**src/hw/rtl/ttc_pkg.sv**
```systemverilog
package ttc_pkg;

  localparam int SAMPLE_BITS  = 16;
  localparam int CORDIC_STEPS = 16;
  localparam int TAB_LEN      = 24;

  // cordic datapath and angle register widths
  localparam int DW    = 36;
  localparam int AW    = 34;
  localparam int MBW   = 33;
  localparam int PW    = DW + MBW;
  localparam int ACW   = PW + 1;
  localparam int CNT_W = (CORDIC_STEPS > 1) ? $clog2(CORDIC_STEPS) : 1;

  localparam logic [31:0] GAIN_Q30  = 32'd652032874;
  localparam logic [31:0] HALF_TURN = 32'h8000_0000;

  localparam logic [31:0] ARC_TAB [TAB_LEN] = '{
    32'h20000000, 32'h12E4051E, 32'h09FB385B, 32'h051111D4, 32'h028B0D43,
    32'h0145D7E1, 32'h00A2F61E, 32'h00517C55, 32'h0028BE53, 32'h00145F2F,
    32'h000A2F98, 32'h000517CC, 32'h00028BE6, 32'h000145F3, 32'h0000A2FA,
    32'h0000517D, 32'h000028BE, 32'h0000145F, 32'h00000A30, 32'h00000518,
    32'h0000028C, 32'h00000146, 32'h000000A3, 32'h00000051
  };

  typedef enum logic [1:0] {
    CFG_ENABLE = 2'd0,
    CFG_COEF   = 2'd1,
    CFG_ROT    = 2'd2,
    CFG_DECL   = 2'd3
  } cfg_idx_e;

  typedef enum logic {
    CM_VECTOR = 1'b0,
    CM_ROTATE = 1'b1
  } cordic_mode_e;

  typedef struct packed {
    logic         start;
    cordic_mode_e mode;
  } cordic_ctl_t;

  typedef enum logic [4:0] {
    S_IDLE,
    S_SMUL,
    S_SACC,
    S_ROLL_GO,
    S_ROLL_WAIT,
    S_SQ_M1,
    S_SQ_M2,
    S_SQ_LD,
    S_SQRT,
    S_PITCH_GO,
    S_PITCH_WAIT,
    S_SC1_GO,
    S_SC1_WAIT,
    S_TURN1,
    S_SC2_GO,
    S_SC2_WAIT,
    S_TURN2,
    S_HEAD_GO,
    S_HEAD_WAIT,
    S_FIN
  } state_e;

  // raw 16-bit sample to 32-bit fixed point
  function automatic logic signed [31:0] load_sample(logic signed [15:0] raw);
    logic signed [31:0] s;
    s = 32'(raw);
    if (SAMPLE_BITS < 16) begin
      s = (s >>> (16 - SAMPLE_BITS)) <<< (32 - SAMPLE_BITS);
    end else begin
      s = s <<< (32 - SAMPLE_BITS);
    end
    return s;
  endfunction

endpackage

```
**src/hw/rtl/ttc_cordic.sv**
```systemverilog
module ttc_cordic (
  input  logic                              clk_i,
  input  logic                              rst_ni,
  input  ttc_pkg::cordic_ctl_t              ctl_i,
  input  logic signed [ttc_pkg::DW-1:0]     x_i,
  input  logic signed [ttc_pkg::DW-1:0]     y_i,
  input  logic [31:0]                       ang_i,
  output logic                              done_o,
  output logic signed [ttc_pkg::DW-1:0]     x_o,
  output logic signed [ttc_pkg::DW-1:0]     y_o,
  output logic [31:0]                       ang_o
);

  localparam logic [ttc_pkg::CNT_W-1:0] LAST = ttc_pkg::CNT_W'(ttc_pkg::CORDIC_STEPS - 1);

  logic                              busy_q, done_q, flip_q, zero_q;
  logic [ttc_pkg::CNT_W-1:0]         step_q;
  ttc_pkg::cordic_mode_e             mode_q;
  logic signed [ttc_pkg::DW-1:0]     x_q, y_q, dx, dy;
  logic signed [ttc_pkg::AW-1:0]     z_q, tab;
  logic                              up;
  logic                              flip_in;
  logic [31:0]                       ang_fold;

  assign tab      = ttc_pkg::AW'(ttc_pkg::ARC_TAB[step_q]);
  assign dx       = y_q >>> step_q;
  assign dy       = x_q >>> step_q;
  // both modes turn the same way: vector when y is positive, rotate when z is negative
  assign up       = (mode_q == ttc_pkg::CM_VECTOR) ? (y_q > 0) : (z_q < 0);
  assign flip_in  = ang_i[30] ^ ang_i[31];
  assign ang_fold = ang_i ^ {flip_in, 31'b0};

  always_ff @(posedge clk_i or negedge rst_ni) begin
    if (!rst_ni) begin
      busy_q <= 1'b0;
      done_q <= 1'b0;
      step_q <= '0;
    end else begin
      done_q <= 1'b0;
      if (ctl_i.start) begin
        busy_q <= 1'b1;
        step_q <= '0;
      end else if (busy_q) begin
        step_q <= step_q + 1'b1;
        if (step_q == LAST) begin
          busy_q <= 1'b0;
          done_q <= 1'b1;
        end
      end
    end
  end

  always_ff @(posedge clk_i) begin
    if (ctl_i.start) begin
      mode_q <= ctl_i.mode;
      if (ctl_i.mode == ttc_pkg::CM_VECTOR) begin
        flip_q <= 1'b0;
        zero_q <= (x_i == '0) && (y_i == '0);
        if (x_i < 0) begin
          x_q <= -x_i;
          y_q <= -y_i;
          z_q <= ttc_pkg::AW'(ttc_pkg::HALF_TURN);
        end else begin
          x_q <= x_i;
          y_q <= y_i;
          z_q <= '0;
        end
      end else begin
        flip_q <= flip_in;
        zero_q <= 1'b0;
        x_q    <= ttc_pkg::DW'(ttc_pkg::GAIN_Q30);
        y_q    <= '0;
        z_q    <= ttc_pkg::AW'($signed(ang_fold));
      end
    end else if (busy_q) begin
      if (up) begin
        x_q <= x_q + dx;
        y_q <= y_q - dy;
        z_q <= z_q + tab;
      end else begin
        x_q <= x_q - dx;
        y_q <= y_q + dy;
        z_q <= z_q - tab;
      end
    end
  end

  assign done_o = done_q;
  assign x_o    = flip_q ? -x_q : x_q;
  assign y_o    = flip_q ? -y_q : y_q;
  assign ang_o  = zero_q ? 32'd0 : z_q[31:0];

`ifndef NO_ASSERTIONS
  a_start_idle: assert property (@(posedge clk_i) disable iff (!rst_ni)
    ctl_i.start |-> !busy_q) else $error("cordic started while busy");
  a_done_last: assert property (@(posedge clk_i) disable iff (!rst_ni)
    busy_q && !ctl_i.start && step_q == LAST |=> done_q && !busy_q)
    else $error("cordic did not finish after last step");
  a_zero_vec: assert property (@(posedge clk_i) disable iff (!rst_ni)
    done_q && zero_q |-> mode_q == ttc_pkg::CM_VECTOR)
    else $error("zero vector flag in rotation mode");
`endif

endmodule

```
**config.mk**
```make
export PLATFORM = sky130hd
export DESIGN_NAME = ttc_cordic
export DESIGN_NICKNAME = d
export VERILOG_FILES = /design/src/hw/rtl/ttc_pkg.sv /design/src/hw/rtl/ttc_cordic.sv
export SDC_FILE = /design/constraint.sdc
export NUM_CORES = 1
export LEC_CHECK = 0
export BUFFER_PORTS_ARGS = -buffer_cell sky130_fd_sc_hd__buf_2
export CORE_MARGIN = 3
export CORE_UTILIZATION = 45
export DETAILED_ROUTE_END_ITERATION = 7
export PLACE_DENSITY = 0.62
export SYNTH_ARGS = -nofsm -noshare
export SYNTH_HDL_FRONTEND = slang
export SYNTH_SLANG_ARGS = --single-unit
```
**constraint.sdc**
```tcl
create_clock -name clk_i -period 14 [get_ports clk_i]
set_input_delay 2.1 -clock clk_i [delete_from_list [all_inputs] [get_ports clk_i]]
set_output_delay 2.1 -clock clk_i [all_outputs]
set_load 0.02 [all_outputs]
```
Yosys cells after proc, flatten, opt, wreduce, memory -nomap -nowiden
Memory sizes are Yosys's and may differ from the RTL's.
Index checks and enable logic that the tools add are counted.
- word-level logic and storage cells: 64
- input bits: 108
- memories kept: 1
- register bits after elaboration: 115
- ROM bits: 1024
- memory list (memory ; depth ; width ; read ports ; clocked after memory_dff ; wr ports ; RTL line ; RTL):
    (no name shown) ; 32 ; 32 ; 1 ; 0 ; 0 ; ttc_cordic.sv:25 ; assign tab = ttc_pkg::AW'(ttc_pkg::ARC_TAB[step_q]);
- bitwise logic cells: 3
- shift operators: 2
- reductions and logical operators: 4
- order comparisons: 4
- eq/ne operators: 1
- add/sub/neg operators: 11
- mux-type cells: 29
- operator list (operator ; count):
    $mux 36 ; 12
    $neg 36->36 ; 4
    $mux 34 ; 4
    $mux 32 ; 4
    $add 36x36->36 ; 2
    $logic_not 36->1 ; 2
    $sshr 36x4->36 ; 2
    $sub 36x36->36 ; 2
    $gt 36x1->1 const B ; 1
    $lt 36x1->1 const B ; 1
    $add 34x33->34 ; 1
    $lt 34x1->1 const B ; 1
    $sub 34x33->34 ; 1
    $xor 32x32->32 ; 1
    $mux 4 ; 2
    $mux 1 ; 7
    $ge 5x6->1 const B ; 1
    $not 4->5 ; 1
    $add 4x1->4 const B ; 1
    $eq 4x4->1 const B ; 1
    $reduce_bool 2->1 ; 1
    $logic_and 1x1->1 ; 1
    $xor 1x1->1 ; 1

Longest topological paths before layout
- depth in word-level cells: 8
- depth in mapped cells: 31

Least setup slack after synthesis
Ideal clock, no wire load.
- path kind: flip-flop to flip-flop
- start point: register step_q[3] in the netlist's numbering
- end point: register y_q[34] in the netlist's numbering, data pin
- slack: 7.105 ns
- path buffers: 9
- arrival time: 6.759 ns
- library setup time: 0.136 ns
- stages on the path, launching flop included: 27
- cell sequence: dfrtp_1 > clkbuf_1 > clkbuf_1 > clkbuf_1 > buf_1 > clkbuf_1 > clkbuf_1 > buf_1 > clkbuf_1 > buf_1 > o21a_1 > ha_1 > inv_1 > a211o_1 > nor4_1 > a31oi_1 > xnor2_1 > ha_1 > a21o_1 > a221oi_1 > o21ai_0 > a21o_1 > a311o_1 > a31oi_1 > o21ai_0 > or4b_2 > nand3_1
- cells in the longest elaborated chain, start to end: 5
- elaborated cells on any way between the ends: 6
- classes of those cells: add/sub: 2; shift: 1; mux: 3
- ends and longest elaborated chain (what ; RTL line ; RTL):
    from (decl) ; ttc_cordic.sv:17 ; logic [ttc_pkg::CNT_W-1:0] step_q;
    from (signal assigned) ; ttc_cordic.sv:44 ; step_q <= step_q + 1'b1;
    $sshr 36x4->36 * ; ttc_cordic.sv:27 ; assign dy = x_q >>> step_q;
    $add 36x36->36 / $sub 36x36->36 (equally long branches) ; ttc_cordic.sv:82, ttc_cordic.sv:78 ;
    $mux 36 * ; ttc_cordic.sv:76 ; if (up) begin
    $mux 36 * ; ttc_cordic.sv:75 ; end else if (busy_q) begin
    $mux 36 * ; ttc_cordic.sv:54 ; if (ctl_i.start) begin
    to (signal assigned) ; ttc_cordic.sv:61 ; y_q <= -y_i;
    to (signal assigned) ; ttc_cordic.sv:78 ; y_q <= y_q - dy;
    to (signal assigned) ; ttc_cordic.sv:82 ; y_q <= y_q + dy;
    to (decl) ; ttc_cordic.sv:19 ; logic signed [ttc_pkg::DW-1:0] x_q, y_q, dx, dy;
Mark *: on every way between the ends. The rest lies on a longest branch, timed or not. The select of a mux whose other input is x is not followed.
A chain may end at the register's enable or synchronous reset.

Worst setup path in the final report
- start point: register step_q[0] in the netlist's numbering
- end point: register y_q[34] in the netlist's numbering, data pin
Same word-level chain as after synthesis.

==> flow_summary_export.csv <==
group,metric,value,unit
timing,rsz0062_at_grt,"no",
setup_path,r2r_start,"step_q[0]",
synthesis,yosys.area_share.simple,19.2,%
clocking,htreeDepth,4,
setup_path,crit_family,"compound AO/OA/AOI/OAI gates",
drt,ant_nets,0,
timing,fin_skew,18.9,ps
setup_path,crit_buf_inv,2,
hold_path,hp-start,"busy_q",
grt,grt_antenna_before_repair,3,
setup_path,crit_arrival,8470,ps
die,placementRows,76,
clocking,clock_sinks,115,
setup_path,cp-start-kind,"flip-flop",
drt,wl,73.3,mm
die,core_area,0.0436,mm²
synthesis,async_flop_share,5.22,%
synthesis,synth-seq-cells,115,
synthesis,synthesis.area,0.0201,mm²
clocking,cts_setup_buffers,0,
setup_path,slowest_stage,"nor4_1",
layout,area_growth,8.86,%
layout,antenna_cells,0,
grt,grt_first_pass_wirelength,112,mm
timing,fin_ws,5850,ps
drt,route.detailed.drc,0,
drt,first_pass_iters,6,
clocking,cts_root_buffer,"clkbuf_16",
synthesis,syn_area_per_cell,7.98,µm²
timing,worst_pin_slew,1370,ps
setup_path,reg2reg_depth,22,
setup_path,slowest_delay,1080,ps
synthesis,synth_edf_count,109,
die,chipWidth,217,µm
timing,fmax,123,MHz
hold_path,hold_depth,2,
timing,tns,0,ps
synthesis,synth_top_area_share,16.3,%
clocking,clk_pin_slew,60,ps
setup_path,ff2ff_setup_slack,5850,ps
hold_path,hold_class,"reg2reg",
clocking,cts_hold_buf,0,
clocking,numCtsBuffers,17,
setup_path,path_max_fanout,82,
synthesis,synthAdderAreaFrac,7.78,%
drt,viasPerCell,6.37,
clocking,clk_latency,460,ps
synthesis,yosys.cell_types.count,91,
run_status,status,"finished, final reports clean",
timing,finalHoldViolCount,0,
timing,setup_viol,0,
die,die_area,0.0472,mm²
drt,vias,20300,
placed_design,hpwl,56.0,mm
die,start_util,46.1,%
die,boundaryPins,213,
drt,routedWlPerCell,23.0,µm
synthesis,synthFlopType,"edfxtp_1",
synthesis,syn_nets,2747,
timing,fin_crit_sh,58.2,%
layout,nFillCells,4375,
setup_path,crit_type,"reg2reg",
synthesis,synth_mux_area_share,12.0,%
synthesis,netlist_instances,2516,
grt,grtUsageTotal,30.2,%
setup_path,crit_path_frequent_cell,"a21oi_1",
layout,drive_gt1_share,16.2,%
setup_path,crit_start,"step_q[0]",
setup_path,worstPathRequired,14320,ps
setup_path,r2r-end,"y_q[34]",
timing,final_max_slew_viol_count,0,
placed_design,dpl_worst_slack,5990,ps
placed_design,io_buffers,212,
grt,first_global_vias,19500,
synthesis,ys_top_cells_by_area,"edfxtp_1 (16%), xnor2_1 (7.7%), ha_1 (7.5%)",
clocking,cts_resized,0,
layout,seq_area,0.00344,mm²
clocking,clk_path_buf_depth,2,
synthesis,yosysTopAreaCell,"edfxtp_1",
layout,layout.nets,2822,
clocking,cts_tree,"yes",
die,chipHeight,217,µm
timing,max_slew_margin,8.08,%
setup_path,crit_chain,"buf_4 -> mux2_2 -> o21ai_0 -> mux2i_1 -> a21oi_1 -> ha_1 -> inv_1 -> a211o_1 -> nor4_1 -> and3_1 -> a21oi_1 -> xnor2_1 -> ha_1 -> a21oi_1 -> o21bai_1 -> a21oi_1 -> nor2b_1 -> a311o_1 -> a31oi_1 -> o21ai_0 -> or4b_2 -> nand3_1",
timing,period_needed,8150,ps
synthesis,synth_xor_area_share,13.6,%
drt,drt_iter0_markers,1895,
layout,multi_input_area,0.0156,mm²
grt,grt_max_degree,85,
synthesis,yosys_warnings,0,
job,cap_viol_max_count,0,
grt,overflow,0,
synthesis,synth.yosys.seq_area_share,17.1,%
synthesis,synth_compound_area_share,25.1,%
synthesis,synth_top_family_by_area,"compound AO/OA/AOI/OAI gates",
setup_path,critPathCaptureType,"flip-flop",
placed_design,gp_congestion,1.01,
hold_path,hold_path_end,"busy_q",
[synthesized netlist by cell type (all sizes together) (11+ instances only)]
library cell    n
nand2         234
o21ai         208
xnor2         176
a21oi         171
nor2          157
xor2          134
ha            120
clkbuf        117
edfxtp        109
inv            68
mux2i          65
mux2           64
buf            62
nor2b          62
a21o           49
o31ai          48
nand2b         47
o22ai          47
mux4           46
nor3           46
nand3          45
a31oi          31
o41ai          26
or3            26
a211oi         25
or4            25
o21a           23
nor4           18
or2            18
a22oi          17
o21bai         17
nand4          16
o211ai         16
and3           15
a2111oi        12
and2           11
[worst max-delay path by stage]
stage | cells past startpoint | slack (ps) | endpoint
after floorplan | 26 | 7100 | y_q[34]
after global placement | 22 | 6120 | y_q[34]
after detailed placement | 21 | 5990 | y_q[34]
after CTS | 21 | 5940 | y_q[34]
after global routing | 21 | 5310 | y_q[34]
final | 22 | 5850 | y_q[34]
[area by class of cell]
cell class	instances	area share (%)
clock buffer	18	1.96
clock inverter	14	0.636
inverter	68	1.17
sequential	115	15.7
tap	585	3.35
multi-input combinational	2154	71.5
timing repair buffer	235	5.66
[flip-flops by register name (all words and copies together), names as in the netlist]
| name | flops |
|---|---|
| x_q | 36 |
| y_q | 36 |
| z_q | 34 |
| step_q | 4 |
| busy_q | 1 |
| done_o | 1 |
| flip_q | 1 |
| mode_q | 1 |
| zero_q | 1 |
[worst register-to-register path, delay by kind of cell (launching register included)]
kind	cells	cell delay, ps
AO/OA/AOI/OAI	10	2290
XOR/XNOR	1	170
adder cells (fa/ha/maj)	2	580
buffers and inverters	2	990
flip-flops	1	1070
multiplexers	2	650
AND/OR/NAND/NOR	5	2270
[layout by cell type, fill, tap and decap left out, types with 9 or more instances in the layout]
cell type  instances
a2111oi_0         11
a211oi_1          25
a21o_1            49
a21oi_1          170
a22oi_1           17
a31oi_1           31
and2_1            11
and3_1            15
buf_2            211
buf_4             24
clkbuf_16         17
edfxtp_1         109
ha_1             120
inv_1             67
mux2_2            64
mux2i_1           65
mux4_2            46
nand2_1          234
nand2b_1          46
nand3_1           45
nand4_1           16
nor2_1           156
nor2b_1           62
nor3_1            46
nor3b_1            9
nor4_1            15
o211ai_1          16
o21a_1            23
o21ai_0          207
o21bai_1          17
o22ai_1           47
o31a_1             9
o31ai_1           47
o41ai_1           26
or2_2             17
or3_1             26
or4_1             23
xnor2_1          176
xor2_1           134
[logic make-up after synthesis]
logic type / after synthesis
AO/OA/AOI/OAI: 782
AND/OR/NAND/NOR: 763
XOR/XNOR: 311
buffers and inverters: 247
multiplexers: 175
adder cells (fa/ha/maj): 123
flip-flops: 115
[metrics by stage]
stage	instance area [µm²]	std cells	hold slack, ps	util (%)
floorplan	20100	2516	665	-
CTS	21900	3189	649	50.2
global route	21900	3189	689	50.2
finish	21900	3189	643	50.2
detailed placement	21300	3157	635	48.9
global placement	21300	3157	633	48.9
[per-layer routing]
metal | track usage (%) | vias up | share of wire [%] | routed length [µm]
met5 | 0 | - | 0.018 | 13
met4 | 12.0 | 2 | 3.8 | 2770
met3 | 5.04 | 155 | 7.4 | 5420
met2 | 50.9 | 828 | 48 | 34900
met1 | 38.6 | 9803 | 41 | 30300
li1 | - | 9521 | - | -
Power is not shown: default switching activity piles up to over one toggle a cycle in this logic, so the estimate is an artifact.
